**config.mk**
```make
export PLATFORM = sky130hd
export DESIGN_NAME = idle_sleep_scheduler_core
export DESIGN_NICKNAME = d
export VERILOG_FILES = /design/src/iss_pkg.sv /design/src/iss_regs.sv /design/src/iss_engine.sv /design/src/idle_sleep_scheduler_core.sv
export SDC_FILE = /design/constraint.sdc
export NUM_CORES = 1
export LEC_CHECK = 0
export ABC_CLOCK_PERIOD_IN_PS = 16640
export BUFFER_PORTS_ARGS = -buffer_cell sky130_fd_sc_hd__buf_2
export CELL_PAD_IN_SITES_DETAIL_PLACEMENT = 0
export CELL_PAD_IN_SITES_GLOBAL_PLACEMENT = 1
export CORE_MARGIN = 3
export CORE_UTILIZATION = 48
export CTS_CLUSTER_SIZE = 12
export DETAILED_ROUTE_END_ITERATION = 10
export PLACE_DENSITY = 0.84
export SLEW_MARGIN = 30
export SYNTH_ARGS = -nofsm -noshare
export SYNTH_HDL_FRONTEND = slang
export SYNTH_SLANG_ARGS = --single-unit
```
**constraint.sdc**
```tcl
create_clock -name clk -period 16.64 [get_ports clk]
set_input_delay 4.16 -clock clk [delete_from_list [all_inputs] [get_ports clk]]
set_output_delay 4.16 -clock clk [all_outputs]
set_load 0.02 [all_outputs]
```
**src/iss_pkg.sv**
```systemverilog
// Types and constants shared by the idle sleep scheduler modules.
package iss_pkg;

  localparam int unsigned TimeW  = 32;
  localparam int unsigned FuncW  = 3;
  localparam int unsigned InDataW  = 72;
  localparam int unsigned OutDataW = 72;
  localparam int unsigned AddrW  = 3;
  localparam int unsigned ApbDataW = 32;

  // Register byte address of the idle timeout (bit 2 selects the register)
  localparam logic RegIdleTimeout = 1'b0;

  // Event codes
  typedef enum logic [FuncW-1:0] {
    FN_CHECK     = 3'd0,
    FN_ACTIVITY  = 3'd1,
    FN_SET_BUSY  = 3'd2,
    FN_CLR_BUSY  = 3'd3,
    FN_ARM_AFTER = 3'd4,
    FN_CANCEL    = 3'd5,
    FN_START     = 3'd6
  } func_t;

  // One event item as held in the input register
  typedef struct packed {
    logic [FuncW-1:0] func;
    logic [TimeW-1:0] now_ms;
    logic [TimeW-1:0] delay_ms;
    logic             door_ajar;
    logic             app_allows_sleep;
  } evt_t;

  // One result item
  typedef struct packed {
    logic             sleep_request;
    logic             armed;
    logic [TimeW-1:0] deadline_ms;
    logic [TimeW-1:0] activity_ms;
  } res_t;

endpackage

```
**src/iss_regs.sv**
```systemverilog
// APB register block holding the idle timeout.
module iss_regs
  import iss_pkg::*;
(
  input  logic                clk,
  input  logic                rst,
  input  logic                psel,
  input  logic                penable,
  input  logic                pwrite,
  input  logic [AddrW-1:0]    paddr,
  input  logic [ApbDataW-1:0] pwdata,
  output logic [ApbDataW-1:0] prdata,
  output logic                pready,
  output logic [TimeW-1:0]    idle_timeout_ms
);

  logic wr_hit;

  // Never wait
  assign pready = 1'b1;

  // Decode a completed write to the timeout register
  assign wr_hit = psel && penable && pwrite && pready && (paddr[2] == RegIdleTimeout);

  // Hold the timeout register
  always_ff @(posedge clk) begin
    if (rst) begin
      idle_timeout_ms <= '0;
    end else if (wr_hit) begin
      idle_timeout_ms <= pwdata;
    end
  end

  // Return the register, zero elsewhere
  always_comb begin
    if (paddr[2] == RegIdleTimeout) begin
      prdata = idle_timeout_ms;
    end else begin
      prdata = '0;
    end
  end

endmodule

```
**src/iss_engine.sv**
```systemverilog
// Event engine: deadline, activity time and busy flag with their update logic.
module iss_engine
  import iss_pkg::*;
(
  input  logic             clk,
  input  logic             rst,
  input  logic             en,
  input  logic [TimeW-1:0] idle_timeout_ms,
  input  evt_t             evt,
  output res_t             res
);

  logic [TimeW-1:0] last_activity;
  logic [TimeW-1:0] sleep_deadline;
  logic             busy_flag;

  logic [TimeW-1:0] last_activity_next;
  logic [TimeW-1:0] sleep_deadline_next;
  logic             busy_flag_next;
  logic             req;

  logic             to_set;
  logic [TimeW-1:0] now_plus_to;
  logic [TimeW-1:0] act_plus_to;
  logic [TimeW-1:0] now_plus_delay;
  logic [TimeW-1:0] dl_eff;
  logic             allow;

  // Sums wrap at the time width
  assign to_set         = (idle_timeout_ms != '0);
  assign now_plus_to    = evt.now_ms + idle_timeout_ms;
  assign act_plus_to    = last_activity + idle_timeout_ms;
  assign now_plus_delay = evt.now_ms + evt.delay_ms;

  // Restore a disarmed deadline from the last activity before checking
  assign dl_eff = ((sleep_deadline == '0) && to_set) ? act_plus_to : sleep_deadline;
  assign allow  = !busy_flag && !evt.door_ajar && evt.app_allows_sleep;

  // Work out the state after this event
  always_comb begin
    last_activity_next  = last_activity;
    sleep_deadline_next = sleep_deadline;
    busy_flag_next      = busy_flag;
    req                 = 1'b0;
    case (func_t'(evt.func))
      FN_CHECK: begin
        sleep_deadline_next = dl_eff;
        if ((dl_eff != '0) && !(evt.now_ms < dl_eff)) begin
          if (allow) begin
            req = 1'b1;
          end else begin
            sleep_deadline_next = to_set ? now_plus_to : '0;
          end
        end
      end
      FN_ACTIVITY: begin
        last_activity_next = evt.now_ms;
        if (to_set) begin
          sleep_deadline_next = now_plus_to;
        end
      end
      FN_SET_BUSY: begin
        busy_flag_next      = 1'b1;
        sleep_deadline_next = '0;
      end
      FN_CLR_BUSY: begin
        busy_flag_next = 1'b0;
        if (to_set) begin
          sleep_deadline_next = now_plus_to;
        end
      end
      FN_ARM_AFTER: begin
        sleep_deadline_next = now_plus_delay;
      end
      FN_CANCEL: begin
        sleep_deadline_next = '0;
      end
      FN_START: begin
        last_activity_next  = evt.now_ms;
        sleep_deadline_next = now_plus_to;
        busy_flag_next      = 1'b0;
      end
      default: begin
        // Unused code: leave the state alone
      end
    endcase
  end

  // Commit the state when the item moves into the result register
  always_ff @(posedge clk) begin
    if (rst) begin
      last_activity  <= '0;
      sleep_deadline <= '0;
      busy_flag      <= 1'b0;
    end else if (en) begin
      last_activity  <= last_activity_next;
      sleep_deadline <= sleep_deadline_next;
      busy_flag      <= busy_flag_next;
    end
  end

  // Report the state after the event
  assign res.sleep_request = req;
  assign res.armed         = (sleep_deadline_next != '0);
  assign res.deadline_ms   = sleep_deadline_next;
  assign res.activity_ms   = last_activity_next;

endmodule

```
**src/idle_sleep_scheduler_core.sv**
```systemverilog
// Idle sleep scheduler: an inactivity timer that keeps a sleep deadline (0 means
// disarmed), the last activity time and a busy flag, and answers each event item on
// s_* with one result item on m_* showing the state after it; a check event raises
// sleep_request once now_ms has reached the deadline and nothing blocks sleep. The
// block takes one item every cycle while results are taken, and each accepted item is
// held in the input register and then passes through the event engine, whose
// 32-bit add and compare update the state as the result is loaded so the next item
// sees it at once. Results wait in an output register, and input is still taken
// while a result waits, until both registers are full. The idle timeout is written
// over the APB port at byte address 0 and should be changed only while no item is
// in flight.
module idle_sleep_scheduler_core
  import iss_pkg::*;
(
  input  logic                clk,
  input  logic                rst,
  // Event items
  input  logic                s_tvalid,
  output logic                s_tready,
  // [31:0] now_ms, [63:32] delay_ms, [64] door_ajar, [65] app_allows_sleep, rest zero
  input  logic [InDataW-1:0]  s_tdata,
  // [2:0] func
  input  logic [FuncW-1:0]    s_tuser,
  // Result items
  output logic                m_tvalid,
  input  logic                m_tready,
  // [0] sleep_request, [1] armed, [33:2] deadline_ms, [65:34] activity_ms, rest zero
  output logic [OutDataW-1:0] m_tdata,
  // Configuration
  input  logic                psel,
  input  logic                penable,
  input  logic                pwrite,
  input  logic [AddrW-1:0]    paddr,
  input  logic [ApbDataW-1:0] pwdata,
  output logic [ApbDataW-1:0] prdata,
  output logic                pready
);

  logic [TimeW-1:0] idle_timeout_ms;
  logic             in_valid;
  evt_t             in_evt;
  res_t             res;
  res_t             out_res;
  logic             out_load;

  iss_regs u_regs (
    .clk             (clk),
    .rst             (rst),
    .psel            (psel),
    .penable         (penable),
    .pwrite          (pwrite),
    .paddr           (paddr),
    .pwdata          (pwdata),
    .prdata          (prdata),
    .pready          (pready),
    .idle_timeout_ms (idle_timeout_ms)
  );

  // Advance when the result register is free or being emptied
  assign out_load = in_valid && (!m_tvalid || m_tready);
  assign s_tready = !in_valid || out_load;

  // Hold the input item
  always_ff @(posedge clk) begin
    if (rst) begin
      in_valid <= 1'b0;
    end else if (s_tvalid && s_tready) begin
      in_valid <= 1'b1;
    end else if (out_load) begin
      in_valid <= 1'b0;
    end
  end

  always_ff @(posedge clk) begin
    if (s_tvalid && s_tready) begin
      in_evt.func             <= s_tuser;
      in_evt.now_ms           <= s_tdata[31:0];
      in_evt.delay_ms         <= s_tdata[63:32];
      in_evt.door_ajar        <= s_tdata[64];
      in_evt.app_allows_sleep <= s_tdata[65];
    end
  end

  iss_engine u_engine (
    .clk             (clk),
    .rst             (rst),
    .en              (out_load),
    .idle_timeout_ms (idle_timeout_ms),
    .evt             (in_evt),
    .res             (res)
  );

  // Hold the result item until taken
  always_ff @(posedge clk) begin
    if (rst) begin
      m_tvalid <= 1'b0;
    end else if (out_load) begin
      m_tvalid <= 1'b1;
    end else if (m_tready) begin
      m_tvalid <= 1'b0;
    end
  end

  always_ff @(posedge clk) begin
    if (out_load) begin
      out_res <= res;
    end
  end

  // Pack the result fields
  assign m_tdata = {{(OutDataW - 2 - 2*TimeW){1'b0}}, out_res.activity_ms,
                    out_res.deadline_ms, out_res.armed, out_res.sleep_request};

endmodule

```
# Yosys cells after proc, flatten, opt, wreduce, memory -nomap -nowiden
# Cells that the tools add are included.
[totals]
ff_bits = 234
wordCells = 70
[classes]
addsub = 3
magnitude_cmp = 1
n_eq_ne = 6
muxes = 14
bitwise = 1
n_reduce_logical = 30
[ops]
columns = ["op", "count"]
rows = [
  ["$mux 32", 7],
  ["$pmux 32 s5", 1],
  ["$add 32x32->32", 3],
  ["$reduce_bool 32->1", 3],
  ["$logic_not 32->1", 1],
  ["$lt 32x32->1", 1],
  ["$eq 3x3->1 const B", 3],
  ["$logic_and 1x1->1", 9],
  ["$reduce_or 2->1", 4],
  ["$eq 3x2->1 const B", 2],
  ["$reduce_bool 2->1", 3],
  ["$logic_not 1->1", 5],
  ["$mux 1", 5],
  ["$reduce_and 2->1", 2],
  ["$eq 3x1->1 const B", 1],
  ["$logic_not 3->1", 1],
  ["$logic_or 1x1->1", 2],
  ["$pmux 1 s2", 1],
  ["$not 1->1", 1],
]

# Logic depth before layout (Yosys ltp)
# Gate-level depths: netlist of the first run.
[depth]
ltp_word = 9
ltp_mapped = 28
depth_no_buf = 26

# Cells and area by module
# A second synthesis of the first run with hierarchy kept.
[unflattened]
cells_unflattened = 1610
hier_area_um2 = 15574.9
[modules_own_cells]
columns = ["module", "n_inst", "cells_each", "area_each_um2", "seq_area_each_um2"]
rows = [
  ["iss_engine", 1, 1281, 9671.8, 1301.2],
  ["idle_sleep_scheduler_core", 1, 152, 4206.5, 4093.9],
  ["iss_regs", 1, 177, 1696.6, 640.6],
]

# Worst setup path after synthesis of the first run
# No wires, ideal clock.
[synth_path]
path_type = "input to output"
startpoint = "input port paddr[2]"
endpoint = "output port prdata[10]"
arrival_time_ps = 4673
slack_ps = 7807
path_stages = 2
path_buffers = 1
cell_sequence = "clkbuf_1 nor2b_1"
[synth_via]
elab_chain_cells = 1
[synth_rtl]
columns = ["element", "line", "source"]
rows = [
  ["start: declaration", "idle_sleep_scheduler_core.sv:33", "input logic [AddrW-1:0] paddr,"],
  ["$mux 32", "iss_regs.sv:36", "if (paddr[2] == RegIdleTimeout) begin"],
  ["end: declaration", "idle_sleep_scheduler_core.sv:35", "output logic [ApbDataW-1:0] prdata,"],
]
# Every way passes these cells.

# Final worst setup path of the first run
[layout_path]
startpoint = "input port paddr[2]"
endpoint = "output port prdata[24]"
# Same word-level chain as after synthesis.

==> summary by stage, run 1 <==
Status
The flow ran to the end, and the final reports show no timing, DRC or antenna violations.

Logic synthesis
The most instantiated flip-flop cell in the synthesis netlist is sky130_fd_sc_hd__edfxtp_1. By area the synthesized netlist is led by sky130_fd_sc_hd__edfxtp_1 25%, sky130_fd_sc_hd__dfxtp_1 12%, sky130_fd_sc_hd__ha_1 9.6%. After synthesis the netlist holds a flip-flop and latch count of between 200 and 250. The area of the mapped netlist is approximately 0.016 mm².

The Yosys step of the flow raised 0 warnings. After synthesis, the share of flip-flops with an asynchronous set or reset is 0. The share of the Yosys chip area taken by registers is 0.3765.

After synthesis, the netlist uses 87 different library cells. The number of synthesized flops with an enable pin is approximately 140. The share of the synthesized area in the top cell type is 0.2529. The largest area contributor in the synthesized netlist is sky130_fd_sc_hd__edfxtp_1. In the synthesized netlist, the number of instances is 1,826. Dividing the synthesized area by the synthesized cell count gives approximately 8.8 µm².

Power and ir drop
The switching power summed over all nets is between 500 and 600 µW. The internal power summed over all cells is 1.141 mW. The share of total power dissipated in sequential elements is 0.416.

The switching power as a share of total power is 0.3099. VDD sags by at most around 0.09 mV. The leakage component of the power is between 7 and 8 nW. Dividing total power by cell area gives a power density of between 90 and 100 mW/mm². The clock power share is 0.348. The combinational cell fraction of total power is 0.236. The overall power consumption is 1.653 mW.

Cells and area
The share of final-layout standard cells stronger than drive strength 1 is 0.1674. For this run, the number of standard cells in the final layout without fillers is 2,461. The area growth from synthesis to layout is 14.42%. For this run, the share of the core covered by cells in the final layout is 0.5610.

The combined flip-flop and latch cell area is ~0.0060 mm². After routing the design area is about 0.018 mm². In the final design database the tool counted 2,242 nets. In the layout the commonest cells are 208 x sky130_fd_sc_hd__nor2_1, 207 x sky130_fd_sc_hd__buf_2, 186 x sky130_fd_sc_hd__nand2_1.

The most common library cell in the layout ignoring fill and taps is sky130_fd_sc_hd__nor2_1. After filler insertion, the fill cell instance count of the layout stands at about 3,000. In the final layout, the multi-input gates occupy between 0.009 and 0.01 mm². 0 antenna diodes ended up in the layout.

Hold path
The startpoint of the most critical hold path is u_engine.last_activity[16]. The path category of the worst min-delay check is reg -> reg. The worst-case hold path end point is u_engine.last_activity[16]. The worst hold path passes through 2 cells.

Detailed routing
For this block, the initial DRC count from the detailed router was 1,790. The routed length per instance is about 23 µm. The via count is around 15,000. The aggregate routed wire length is around 56 mm. After detailed routing, the number of remaining DRC violations is 0. The first TritonRoute pass finished after 8 iterations. The routed via count divided by cell count is between 6 and 7.

In this run the remaining antenna-violating nets after routing total 0.

Timing
The actual slew at the worst max-slew pin is approximately 1 ns. The number of failing hold endpoints at the final stage was 0. Setup violations remaining at the end of the flow were counted as 0. The worst slew margin relative to its limit is 0.3241.

The post-route setup TNS is 0 ns. The worst-case clock skew is roughly 0.025 ns. The post-route worst setup slack is about 7.5 ns. Subtracting the final worst setup slack from the clock period gives roughly 9.1 ns.

Setup repair after global routing left no endpoint under its margin. The number of slew-limit violations in the final report came to 0. The final hold slack is approximately 0.5 ns. The portion of the clock cycle consumed by the worst path in the final layout is 0.5498. Derived from the worst setup path, the maximum achievable clock frequency is 109.3 MHz.

Critical path
The slowest stage of the critical path belongs to the cell sky130_fd_sc_hd__buf_2. The startpoint-to-endpoint class of the critical path is in -> out. The worst setup path is launched from an input pin.

The critical path arrival is between 4 and 5 ns. The count of cells along the worst register-to-register path is 24. The delay of the slowest critical-path stage is 0.51 ns. The beginning of the worst register-to-register path is u_regs.idle_timeout_ms[1].

The worst reg-to-reg setup slack is 8.28 ns. The most prevalent standard cell on the critical path is sky130_fd_sc_hd__buf_2. The worst register-to-register path ends at m_tdata[1]. Walking the worst path, the cells encountered are buf_2 -> nor2b_1 -> buf_2. The peak fanout along the critical path is 34.

The kind of cell with the highest combined delay along the critical path is buffers and inverters. The buffer and inverter count on the worst path is 2. The nature of the critical path endpoint is an output pin. At the worst endpoint, the required time is between 10 and 15 ns.

Clock network
The maximum level of the CTS H-tree is 1. Clock tree synthesis inserted a total of 26 buffers. The number of setup buffers added after CTS is 0. At the later pin of the worst-skew pair, clock insertion delay measures 0.56 ns. The register clock-pin slew on the reported worst setup and hold paths is approximately 0.050 ns.

The number of sinks handled by clock tree synthesis is approximately 230. The maximum number of buffers from clock root to sink is 3. In this run the clock root is driven by a sky130_fd_sc_hd__clkbuf_16. The number of buffers inserted for hold repair after clock tree synthesis is 0.

The clock tree from TritonCTS is yes. The post-CTS resize count is 0.

Floorplan
The overall die area is between 0.03 and 0.04 mm². From bottom edge to top edge, the die measures approximately 190 µm. The floorplan step set the die width to 188.8 µm. During I/O placement, the number of pins put on the boundary was about 220. In this run the core area contains between 60 and 70 standard-cell rows. The total core area is about 0.033 mm². For this configuration, the core starts out at a cell density of 0.4902.

Place
The sum of net half-perimeters after detailed placement is around 42 mm. The area after detailed placement is around 0.017 mm². OpenSTA, run right after detailed placement, puts the worst setup slack at between 7 and 8 ns.

At the end of routability-driven placement, the weighted congestion stood at approximately 0.98. In this run the tool buffered the top-level ports with roughly 210 buffer cells. Including well taps, the total number of placed cells is approximately 2,400.

Global route
The first global-routing pass estimated around 84 mm of wire. The total routing resource utilization after global routing is 0.3031. The via count of the first global-routing pass is 13,853. The number of antenna violations at the first check in global routing is 0. The total grt overflow is 0.

Entering global routing, the biggest net connects 100 pins.

Run
Max-cap violations in this run came to 0.
==> cells in the mapped netlist (all sizes together), types with 5 or more instances <==
| master | instances |
|---|---|
| a2111oi | 8 |
| a211o | 8 |
| a211oi | 39 |
| a21boi | 7 |
| a21o | 40 |
| a21oi | 184 |
| a221oi | 9 |
| a22oi | 6 |
| a31o | 6 |
| a31oi | 15 |
| and2 | 8 |
| and3 | 13 |
| buf | 13 |
| clkbuf | 77 |
| dfxtp | 99 |
| edfxtp | 135 |
| ha | 123 |
| inv | 44 |
| mux2 | 34 |
| mux2i | 7 |
| nand2 | 186 |
| nand2b | 12 |
| nand3 | 27 |
| nand4 | 21 |
| nor2 | 209 |
| nor2b | 39 |
| nor3 | 69 |
| nor3b | 8 |
| nor4 | 28 |
| o2111ai | 5 |
| o211ai | 19 |
| o21a | 19 |
| o21ai | 104 |
| o21bai | 14 |
| o221ai | 10 |
| o22ai | 12 |
| or2 | 8 |
| or3 | 11 |
| or4 | 7 |
| xnor2 | 49 |
| xor2 | 28 |
==> power by group through the flow <==
stage	logic, mW	registers [mW]	clock network [mW]
finish	0.390	0.688	0.575
global route	0.424	0.691	0.608
CTS	0.382	0.687	0.588
detailed placement	0.380	0.699	0
global placement	0.376	0.698	0
floorplan	0.249	0.698	0
==> state kept, by name, summed over array words and instances (netlist names) <==
signal	flops
u_engine.sleep_deadline	32
u_engine.last_activity	32
u_regs.idle_timeout_ms	32
in_evt	69
u_engine.busy_flag	1
in_valid	1
m_tvalid	1
m_tdata	66
==> cells by family (layout without fill, tap and decap cells) <==
logic type | Yosys count | in the layout | share of synthesized area
buffers and inverters | 134 | 322 | 0.03379
muxes | 41 | 41 | 0.02825
adders and majority gates | 126 | 126 | 0.09974
DFF | 234 | 234 | 0.3765
and+or+nand+nor | 659 | 659 | 0.1929
xor gates and xnor gates | 77 | 77 | 0.04207
AOI/OAI and AO/OA | 553 | 553 | 0.2263
other | 2 | 7 | 0.0004684
==> routing by layer <==
metal  vias to the layer above  GRT usage  wire, µm
met3                        98    0.05302      5261
met4                         0    0.08536      1681
met5                         -          0         0
met1                      7091     0.4519     25360
met2                       713     0.4517     23300
li1                       7160          -         -
==> worst max path at each step <==
stage / start / endpoint / slack [ns] / cells past startpoint
finish: paddr[2] / prdata[24] / 7.49 / 3
global route: paddr[2] / prdata[24] / 7.42 / 3
CTS: paddr[2] / prdata[24] / 7.50 / 3
detailed placement: paddr[2] / prdata[24] / 7.49 / 3
global placement: paddr[2] / prdata[23] / 7.56 / 3
floorplan: paddr[2] / prdata[10] / 7.81 / 2
==> cell type report <==
class | count | share of cell area
well taps | 442 | 0.03015
repair buffers | 230 | 0.06678
inverters | 44 | 0.009140
clock buffers | 40 | 0.04174
flip-flops and latches | 234 | 0.3290
multi-input cells | 1463 | 0.5182
clock inverters | 8 | 0.004979
==> worst min-delay path, delay by kind of cell (launching register included) <==
kind / cells / cell delay (ns)
flops: 1 / 0.32
simple gates: 2 / 0.15
Note: power is estimated with default switching activity, not from simulation.
==> run 2: changes to the inputs <==
--- a/config.mk
+++ b/config.mk
@@ -5,15 +5,15 @@
 export SDC_FILE = /design/constraint.sdc
 export NUM_CORES = 1
 export LEC_CHECK = 0
-export ABC_CLOCK_PERIOD_IN_PS = 16640
+export ABC_CLOCK_PERIOD_IN_PS = 7500
 export BUFFER_PORTS_ARGS = -buffer_cell sky130_fd_sc_hd__buf_2
 export CELL_PAD_IN_SITES_DETAIL_PLACEMENT = 0
 export CELL_PAD_IN_SITES_GLOBAL_PLACEMENT = 1
 export CORE_MARGIN = 3
-export CORE_UTILIZATION = 48
+export CORE_UTILIZATION = 40
 export CTS_CLUSTER_SIZE = 12
 export DETAILED_ROUTE_END_ITERATION = 10
-export PLACE_DENSITY = 0.84
+export PLACE_DENSITY = 0.74
 export SLEW_MARGIN = 30
 export SYNTH_ARGS = -nofsm -noshare
 export SYNTH_HDL_FRONTEND = slang
==> constraint.sdc (replaced) <==
create_clock -name clk -period 7.5 [get_ports clk]
set_input_delay 1.875 -clock clk [delete_from_list [all_inputs] [get_ports clk]]
set_output_delay 1.875 -clock clk [all_outputs]
set_load 0.02 [all_outputs]
==> run 2 against run 1 <==
Effect of this change: hold slack got worse by 0.0012 ns; sequential power up 120%; count of clock-buffer cells in the layout decreased by 1.
==> summary by stage, run 2 (synthesis results as in run 1) <==
Status
The run finished with clean final reports.

Global route
After global routing the overflow that remains totals 0. The wire length of the first global-routing pass is about 88 mm. In the global route stage, overall resource usage came out at 0.2745. The number of antenna violations at the first check in global routing is 1.

The via count of the first global-routing pass is 14,269. Entering global routing, the biggest net connects ~100 pins.

Timing
In the final timing run, aggregate negative setup slack is 0 ns. Across the routed clock network, the largest skew measured is about 0.012 ns. The actual slew at the worst max-slew pin is around 0.8 ns.

The routed design could run at a clock period as short as approximately 7 ns. The portion of the clock cycle consumed by the worst path in the final layout is 0.9546. The post-route worst setup slack is ~0.34 ns. The number of failing hold endpoints at the final stage was 0. Derived from the worst setup path, the maximum achievable clock frequency is between 100 and 150 MHz.

The final setup violation count is 0. The number of slew-limit violations in the final report came to 0. Measured against its own limit, the worst slew margin works out to 0.4608. Setup repair after global routing left no endpoint under its margin.

Critical path
The nature of the critical path endpoint is a flip-flop. In this run the worst setup path begins at u_engine.last_activity[2]. Among the stages of the critical path, the cell type that occurs most often is sky130_fd_sc_hd__buf_4. Counting both buffers and inverters, the worst setup path holds a total of 5. Of all nets on the critical path, the largest fanout is 7.

The slowest stage of the critical path belongs to the cell sky130_fd_sc_hd__or4_1. The worst reg-to-reg setup slack is roughly 0.34 ns. For this run, the slowest stage of the critical path takes about 0.51 ns. The setup path with the least slack is of type reg -> reg. The kind of start point of the critical path is a flip-flop. The beginning of the worst register-to-register path is u_engine.last_activity[2]. STA puts the critical path data required time at ~8 ns. At the worst endpoint, the arrival time is roughly 7.5 ns. The cell class contributing the biggest share of worst-path delay is simple AND/OR/NAND/NOR gates.

Cells and area
In the layout the commonest cells are 208 x sky130_fd_sc_hd__nor2_1, 207 x sky130_fd_sc_hd__buf_2, 186 x sky130_fd_sc_hd__nand2_1. After the last flow step, the layout net total stands at 2,312. The most common library cell in the layout ignoring fill and taps is sky130_fd_sc_hd__nor2_1. The post-layout instance count excluding filler cells is 2,605. In the final layout, the share of cells above drive strength 1 is 0.1950.

The area growth from synthesis to layout is 17.94%. The number of flip-flops under the largest register name is 69. Summing all multi-input logic gate instances after layout gives approximately 0.0095 mm². Summing all flip-flop and latch instances after layout gives 0.006036 mm².

The register with the most flip-flops in the final layout is in_evt. The layout filler cell count is between 3,000 and 4,000. 0 antenna diodes ended up in the layout.

Place
The sum of net half-perimeters after detailed placement is ~47 mm. Input and output buffers added on the ports amount to 208. The worst setup slack after placement is slightly below 0.5 ns. Once placement completed, the tool counted placed cells totaling 2,559.

The routability-driven placement congestion ratio is slightly above 0.9.

Detailed routing
The number of design rule violations left after detail routing is 0. The aggregate routed wire length is roughly 60 mm. Summing over every cut layer, the via total after detailed routing is 15,339. The starting DRC count in detailed routing is around 1,600.

The count of nets left with antenna violations once routing finished came out at 0. The routed length per instance is between 20 and 25 µm. The first detailed-routing pass ran for 10 iterations. Dividing the detail-routed via count by the number of cells gives slightly below 6.

Power and ir drop
The switching power summed over all nets is ~1.2 mW. The clock power share is 0.321. The leakage component of the power is between 7 and 8 nW. VDD sags by at most between 0.15 and 0.2 mV.

The combinational cell fraction of total power is 0.258. The total power divided by cell area is slightly below 200 mW/mm². Cell internal power was estimated by the tool at 2.480 mW. The overall power consumption is roughly 3.6 mW.

Of the total power, the share spent switching nets is 0.3170. The share of total power dissipated in sequential elements is 0.421.

Clock network
The tree is rooted in a sky130_fd_sc_hd__clkbuf_16. Counting the buffers created by CTS gives 25. Clock-pin slew was measured on the worst setup and hold paths at ~0.06 ns. The clock tree from TritonCTS is yes. The maximum level of the CTS H-tree is 1. The clock passes through at most 3 buffers.

At the later pin of the worst-skew pair, clock insertion delay measures approximately 0.54 ns. Buffers added to address setup during post-CTS repair amount to 0. The post-CTS resize count is 0. After clock tree synthesis, the flow added hold-fix buffers numbering 0. Clock tree synthesis found a total of ~230 sinks.

Floorplan
In this run the vertical extent of the chip is approximately 210 µm. The cell row count is just over 70. The die boundary width is ~210 µm.

For this design the top-level I/O count stands at roughly 220. The total area inside the core boundary comes to about 0.039 mm². The overall die area is 0.04252 mm². The effective utilization at floorplan is 0.4100.

Run
Across the run, the number of max-cap violations was 0.

Hold path
The startpoint of the most critical hold path is u_engine.last_activity[23]. The tightest min-delay check is of the reg -> reg type.
## run 2: tightest hold or removal path, stage by stage, from the launching register on
cell and delay [ns]:
sky130_fd_sc_hd__dfxtp_1 0.32, sky130_fd_sc_hd__nor2_1 0.10, sky130_fd_sc_hd__nor3_1 0.05
## run 2: area by class of cell
cell class	instances	share of cell area
clock inverters	6	0.002845
multi-input cells	1463	0.5034
clock buffers	39	0.03692
repair buffers	301	0.09449
flip-flops and latches	234	0.3192
inverters	44	0.008867
well taps	518	0.03428
## run 2: routing by layer
layer	vias up	GRT usage	share of wire
li1	7286	-	-
met1	7366	0.4215	0.49
met2	596	0.4041	0.42
met3	89	0.04032	0.072
met4	2	0.06521	0.024
met5	-	0	0.00020
## run 2: final timing paths
kind                           endpoint  cells past startpoint
max                          m_tdata[1]                     27
min reg2reg  u_engine.last_activity[23]                      2
max reg2reg                  m_tdata[1]                     27
min          u_engine.last_activity[23]                      2
## run 2: power groups by stage
stage | logic (mW) | registers (mW) | clock network [mW]
after global routing | 1.02 | 1.53 | 1.24
after floorplan | 0.552 | 1.55 | 0
after CTS | 0.922 | 1.53 | 1.19
after global placement | 0.914 | 1.55 | 0
after detailed placement | 0.916 | 1.55 | 0
final | 0.938 | 1.53 | 1.17
## run 2: metrics by stage
stage / util / cell area, µm² / hold slack [ns]
after floorplan: - / 16050 / 0.4547
after global placement: 0.4633 / 18110 / 0.4716
after detailed placement: 0.4634 / 18120 / 0.5029
after CTS: 0.4826 / 18870 / 0.5112
after global routing: 0.4836 / 18910 / 0.5377
final: 0.4836 / 18910 / 0.5117
==> run 3: changes to the inputs <==
--- a/config.mk
+++ b/config.mk
@@ -14,6 +14,7 @@
 export CTS_CLUSTER_SIZE = 12
 export DETAILED_ROUTE_END_ITERATION = 10
 export PLACE_DENSITY = 0.74
+export RECOVER_POWER = 25
 export SLEW_MARGIN = 30
 export SYNTH_ARGS = -nofsm -noshare
 export SYNTH_HDL_FRONTEND = slang
==> run 3 against run 2 <==
Effect of this change: the flow now finishes with violations (max-capacitance violations, max-slew violations); register-to-register slack improved by 0.03 ns; via count decreased by 0.20%; die area unchanged; routed wire length increased by 0.21%; sequential share of layout area increased by 0.072 points; final cell count unchanged; first-iteration DRC count decreased by 1.8%; highest routed layer unchanged.
==> summary by stage, run 3 (synthesis results as in run 1) <==
Detailed routing
The via count is 15,308. The routed length per instance is 23.07 µm. The count of nets left with antenna violations once routing finished came out at 0.

In this run, the number of DRC markers left after iteration 0 of detailed routing was 1,571. The aggregate routed wire length is 60.10 mm. After detailed routing, the number of remaining DRC violations is 0. The first TritonRoute pass finished after 6 iterations.

After detailed routing, the number of vias per cell comes to 5.876.

Cells and area
The register with the most flip-flops in the layout has 69 of them. In the final layout, flip-flops and latches occupy slightly above 0.006 mm². Of the cells placed in the final design, the portion with a size suffix greater than 1 is 0.1874. 0 antenna diodes ended up in the layout. The register with the most flip-flops is in_evt. In the layout the commonest cells are 208 x sky130_fd_sc_hd__nor2_1, 206 x sky130_fd_sc_hd__buf_2, 186 x sky130_fd_sc_hd__nand2_1. The layout filler cell count is 3,825.

Relative to the synthesized area, the layout overhead comes to 17.68%. For this run, the post-layout net count is around 2,300. The multi-input combinational cells in the finished layout cover a total of 0.009504 mm². The library cell used most frequently in the layout, excluding fill and tap cells, is sky130_fd_sc_hd__nor2_1. The post-layout instance count excluding filler cells is roughly 2,600.

Timing
The clock period could shrink to ~7.1 ns. Setup repair after global routing left no endpoint under its margin. Across the routed clock network, the largest skew measured is 0.01023 ns. The final setup violation count is 0. Timing would allow up to 140.2 MHz. Setup total negative slack on the finished layout was measured at 0 ns.

The worst slew margin relative to its limit is -0.8776. The number of slew-limit violations in the final report is 131. The number of failing hold endpoints at the final stage came to 0. The final hold slack is roughly 0.51 ns. In the finished design, the share of the clock period the worst path needs comes to 0.9510. The actual slew at the worst max-slew pin is between 2 and 3 ns.

Power and ir drop
In this run the static leakage power is ~8 nW. The worst-case IR drop observed on VDD is 0.1526 mV. Dividing total power by cell area gives a power density of a little under 200 mW/mm².

The overall power consumption is about 3.6 mW.

Global route
The total routing resource utilization after global routing is 0.2745. The via count of the first global-routing pass is roughly 14,000. The total grt overflow is 0. Entering global routing, the biggest net connects 99 pins.

The wire length of the first global-routing pass is approximately 88 mm. The number of antenna violations at the first check in global routing is 1.

Place
During placement, the flow inserted port buffers numbering between 200 and 250. The sum of net half-perimeters after detailed placement is about 47 mm. Routability-driven placement finished with a final weighted congestion of between 0.9 and 1. The number of placed instances, taps included, is approximately 2,600.

Floorplan
The cell row count is a little over 70. The die is 206.2 µm wide. For this design the top-level I/O count stands at ~220. The effective utilization at floorplan is 0.4100.

From bottom edge to top edge, the die measures roughly 210 µm. In this run the standard cell core region covers just under 0.04 mm². The die covers around 0.043 mm².

Critical path
The worst setup path is of the reg -> reg kind. The critical path arrival is 7.42 ns. The nature of the critical path endpoint is a flip-flop. The data required time at the worst endpoint is approximately 7.8 ns. Along the worst path, the maximum fanout reaches 7.

The kind of start point of the critical path is a flip-flop. The count of cells along the worst register-to-register path is 27.

Clock network
The later pin in the worst-skew pair is clocked with a latency of about 0.54 ns. The clock passes through at most 3 buffers. Buffers inserted during clock tree synthesis total 25. The clock drives ~230 sinks. In this run the number of H-tree levels came out at 1. Hold repair after CTS inserted 0 buffers. The root buffer cell chosen for the clock tree is sky130_fd_sc_hd__clkbuf_16. The clock tree from TritonCTS is yes. The register clock-pin slew on the reported worst setup and hold paths is about 0.06 ns.

Hold path
The cell depth of the worst min-delay path is 2. In this run the worst hold path is classified as reg -> reg.

Status
The checks that failed: max-capacitance violations, max-slew violations. The run finished, with violations left.

Run
Max-cap violations in this run came to 4.
## run 3: cell types whose count changed in the layout (fill, tap and decap cells not counted)
cell and change:
sky130_fd_sc_hd__a21oi_1 +1, sky130_fd_sc_hd__buf_4 -1, sky130_fd_sc_hd__buf_16 -1, sky130_fd_sc_hd__mux2_1 +11, sky130_fd_sc_hd__a21oi_4 -1, sky130_fd_sc_hd__and2_0 +1
sky130_fd_sc_hd__clkbuf_1 +3, sky130_fd_sc_hd__buf_2 -1, sky130_fd_sc_hd__and2_4 -1, sky130_fd_sc_hd__mux2_2 -11
## run 3: timing repair
action,4_1_cts,5_1_grt
setup endpoints to repair,0,1
setup buffers,0,0
resized for setup,0,1
## run 3: per-layer routing
| layer | part of all wire | global-route usage |
|---|---|---|
| met1 | 0.48 | 0.4215 |
| met2 | 0.42 | 0.4041 |
| met3 | 0.081 | 0.04032 |
| met4 | 0.022 | 0.06521 |
| met5 | 0.00020 | 0 |
## run 3: worst paths after layout
path                                            startpoint                         end  slack (ns)
worst min-delay path            u_engine.last_activity[23]  u_engine.last_activity[23]        0.51
worst min register to register  u_engine.last_activity[23]  u_engine.last_activity[23]        0.51
worst max register to register   u_engine.last_activity[2]                  m_tdata[1]        0.37
worst max-delay path             u_engine.last_activity[2]                  m_tdata[1]        0.37
## run 3: worst max-delay path, cell delays in order (launching register included)
cell                        delay (ns)
sky130_fd_sc_hd__dfxtp_1          0.44
sky130_fd_sc_hd__ha_1             0.34
sky130_fd_sc_hd__o21ai_1          0.18
sky130_fd_sc_hd__o21ai_0          0.16
sky130_fd_sc_hd__o211ai_1         0.35
sky130_fd_sc_hd__a31oi_1          0.20
sky130_fd_sc_hd__or2_2            0.35
sky130_fd_sc_hd__a311oi_1         0.32
sky130_fd_sc_hd__xnor2_1          0.28
sky130_fd_sc_hd__a21o_1           0.20
sky130_fd_sc_hd__inv_1            0.07
sky130_fd_sc_hd__ha_1             0.30
sky130_fd_sc_hd__nand4_1          0.20
sky130_fd_sc_hd__nor4_1           0.41
sky130_fd_sc_hd__buf_4            0.19
sky130_fd_sc_hd__nand3_1          0.10
sky130_fd_sc_hd__a211o_1          0.28
sky130_fd_sc_hd__a21oi_1          0.15
sky130_fd_sc_hd__nor4b_1          0.10
sky130_fd_sc_hd__buf_12           0.16
sky130_fd_sc_hd__buf_4            0.15
sky130_fd_sc_hd__a2111oi_0        0.39
sky130_fd_sc_hd__a211oi_1         0.12
sky130_fd_sc_hd__or4_1            0.52
sky130_fd_sc_hd__or4_1            0.41
sky130_fd_sc_hd__nor4_1           0.28
sky130_fd_sc_hd__buf_4            0.16
sky130_fd_sc_hd__nand2_1          0.04
## run 3: per-stage QoR
stage,instance area [µm²],utilization,worst slack [ns]
2_1_floorplan,16050,-,1.146
3_3_place_gp,18110,0.4633,0.4744
3_5_place_dp,18120,0.4634,0.4836
4_1_cts,18870,0.4826,0.4592
5_1_grt,18870,0.4825,0.05294
6_report,18870,0.4825,0.3673
## run 3: layout make-up
cell class / instances / share of cell area
multi-input combinational: 1463 / 0.5038
sequential: 234 / 0.3199
timing repair buffer: 301 / 0.09318
clock buffer: 39 / 0.03701
tap: 518 / 0.03435
inverter: 44 / 0.008887
clock inverter: 6 / 0.002852
## run 3: report_power, final
part | switching [mW] | internal [mW] | total (mW)
Sequential | 0.0783 | 1.45 | 1.53
Clock | 0.496 | 0.669 | 1.17
Combinational | 0.576 | 0.357 | 0.933
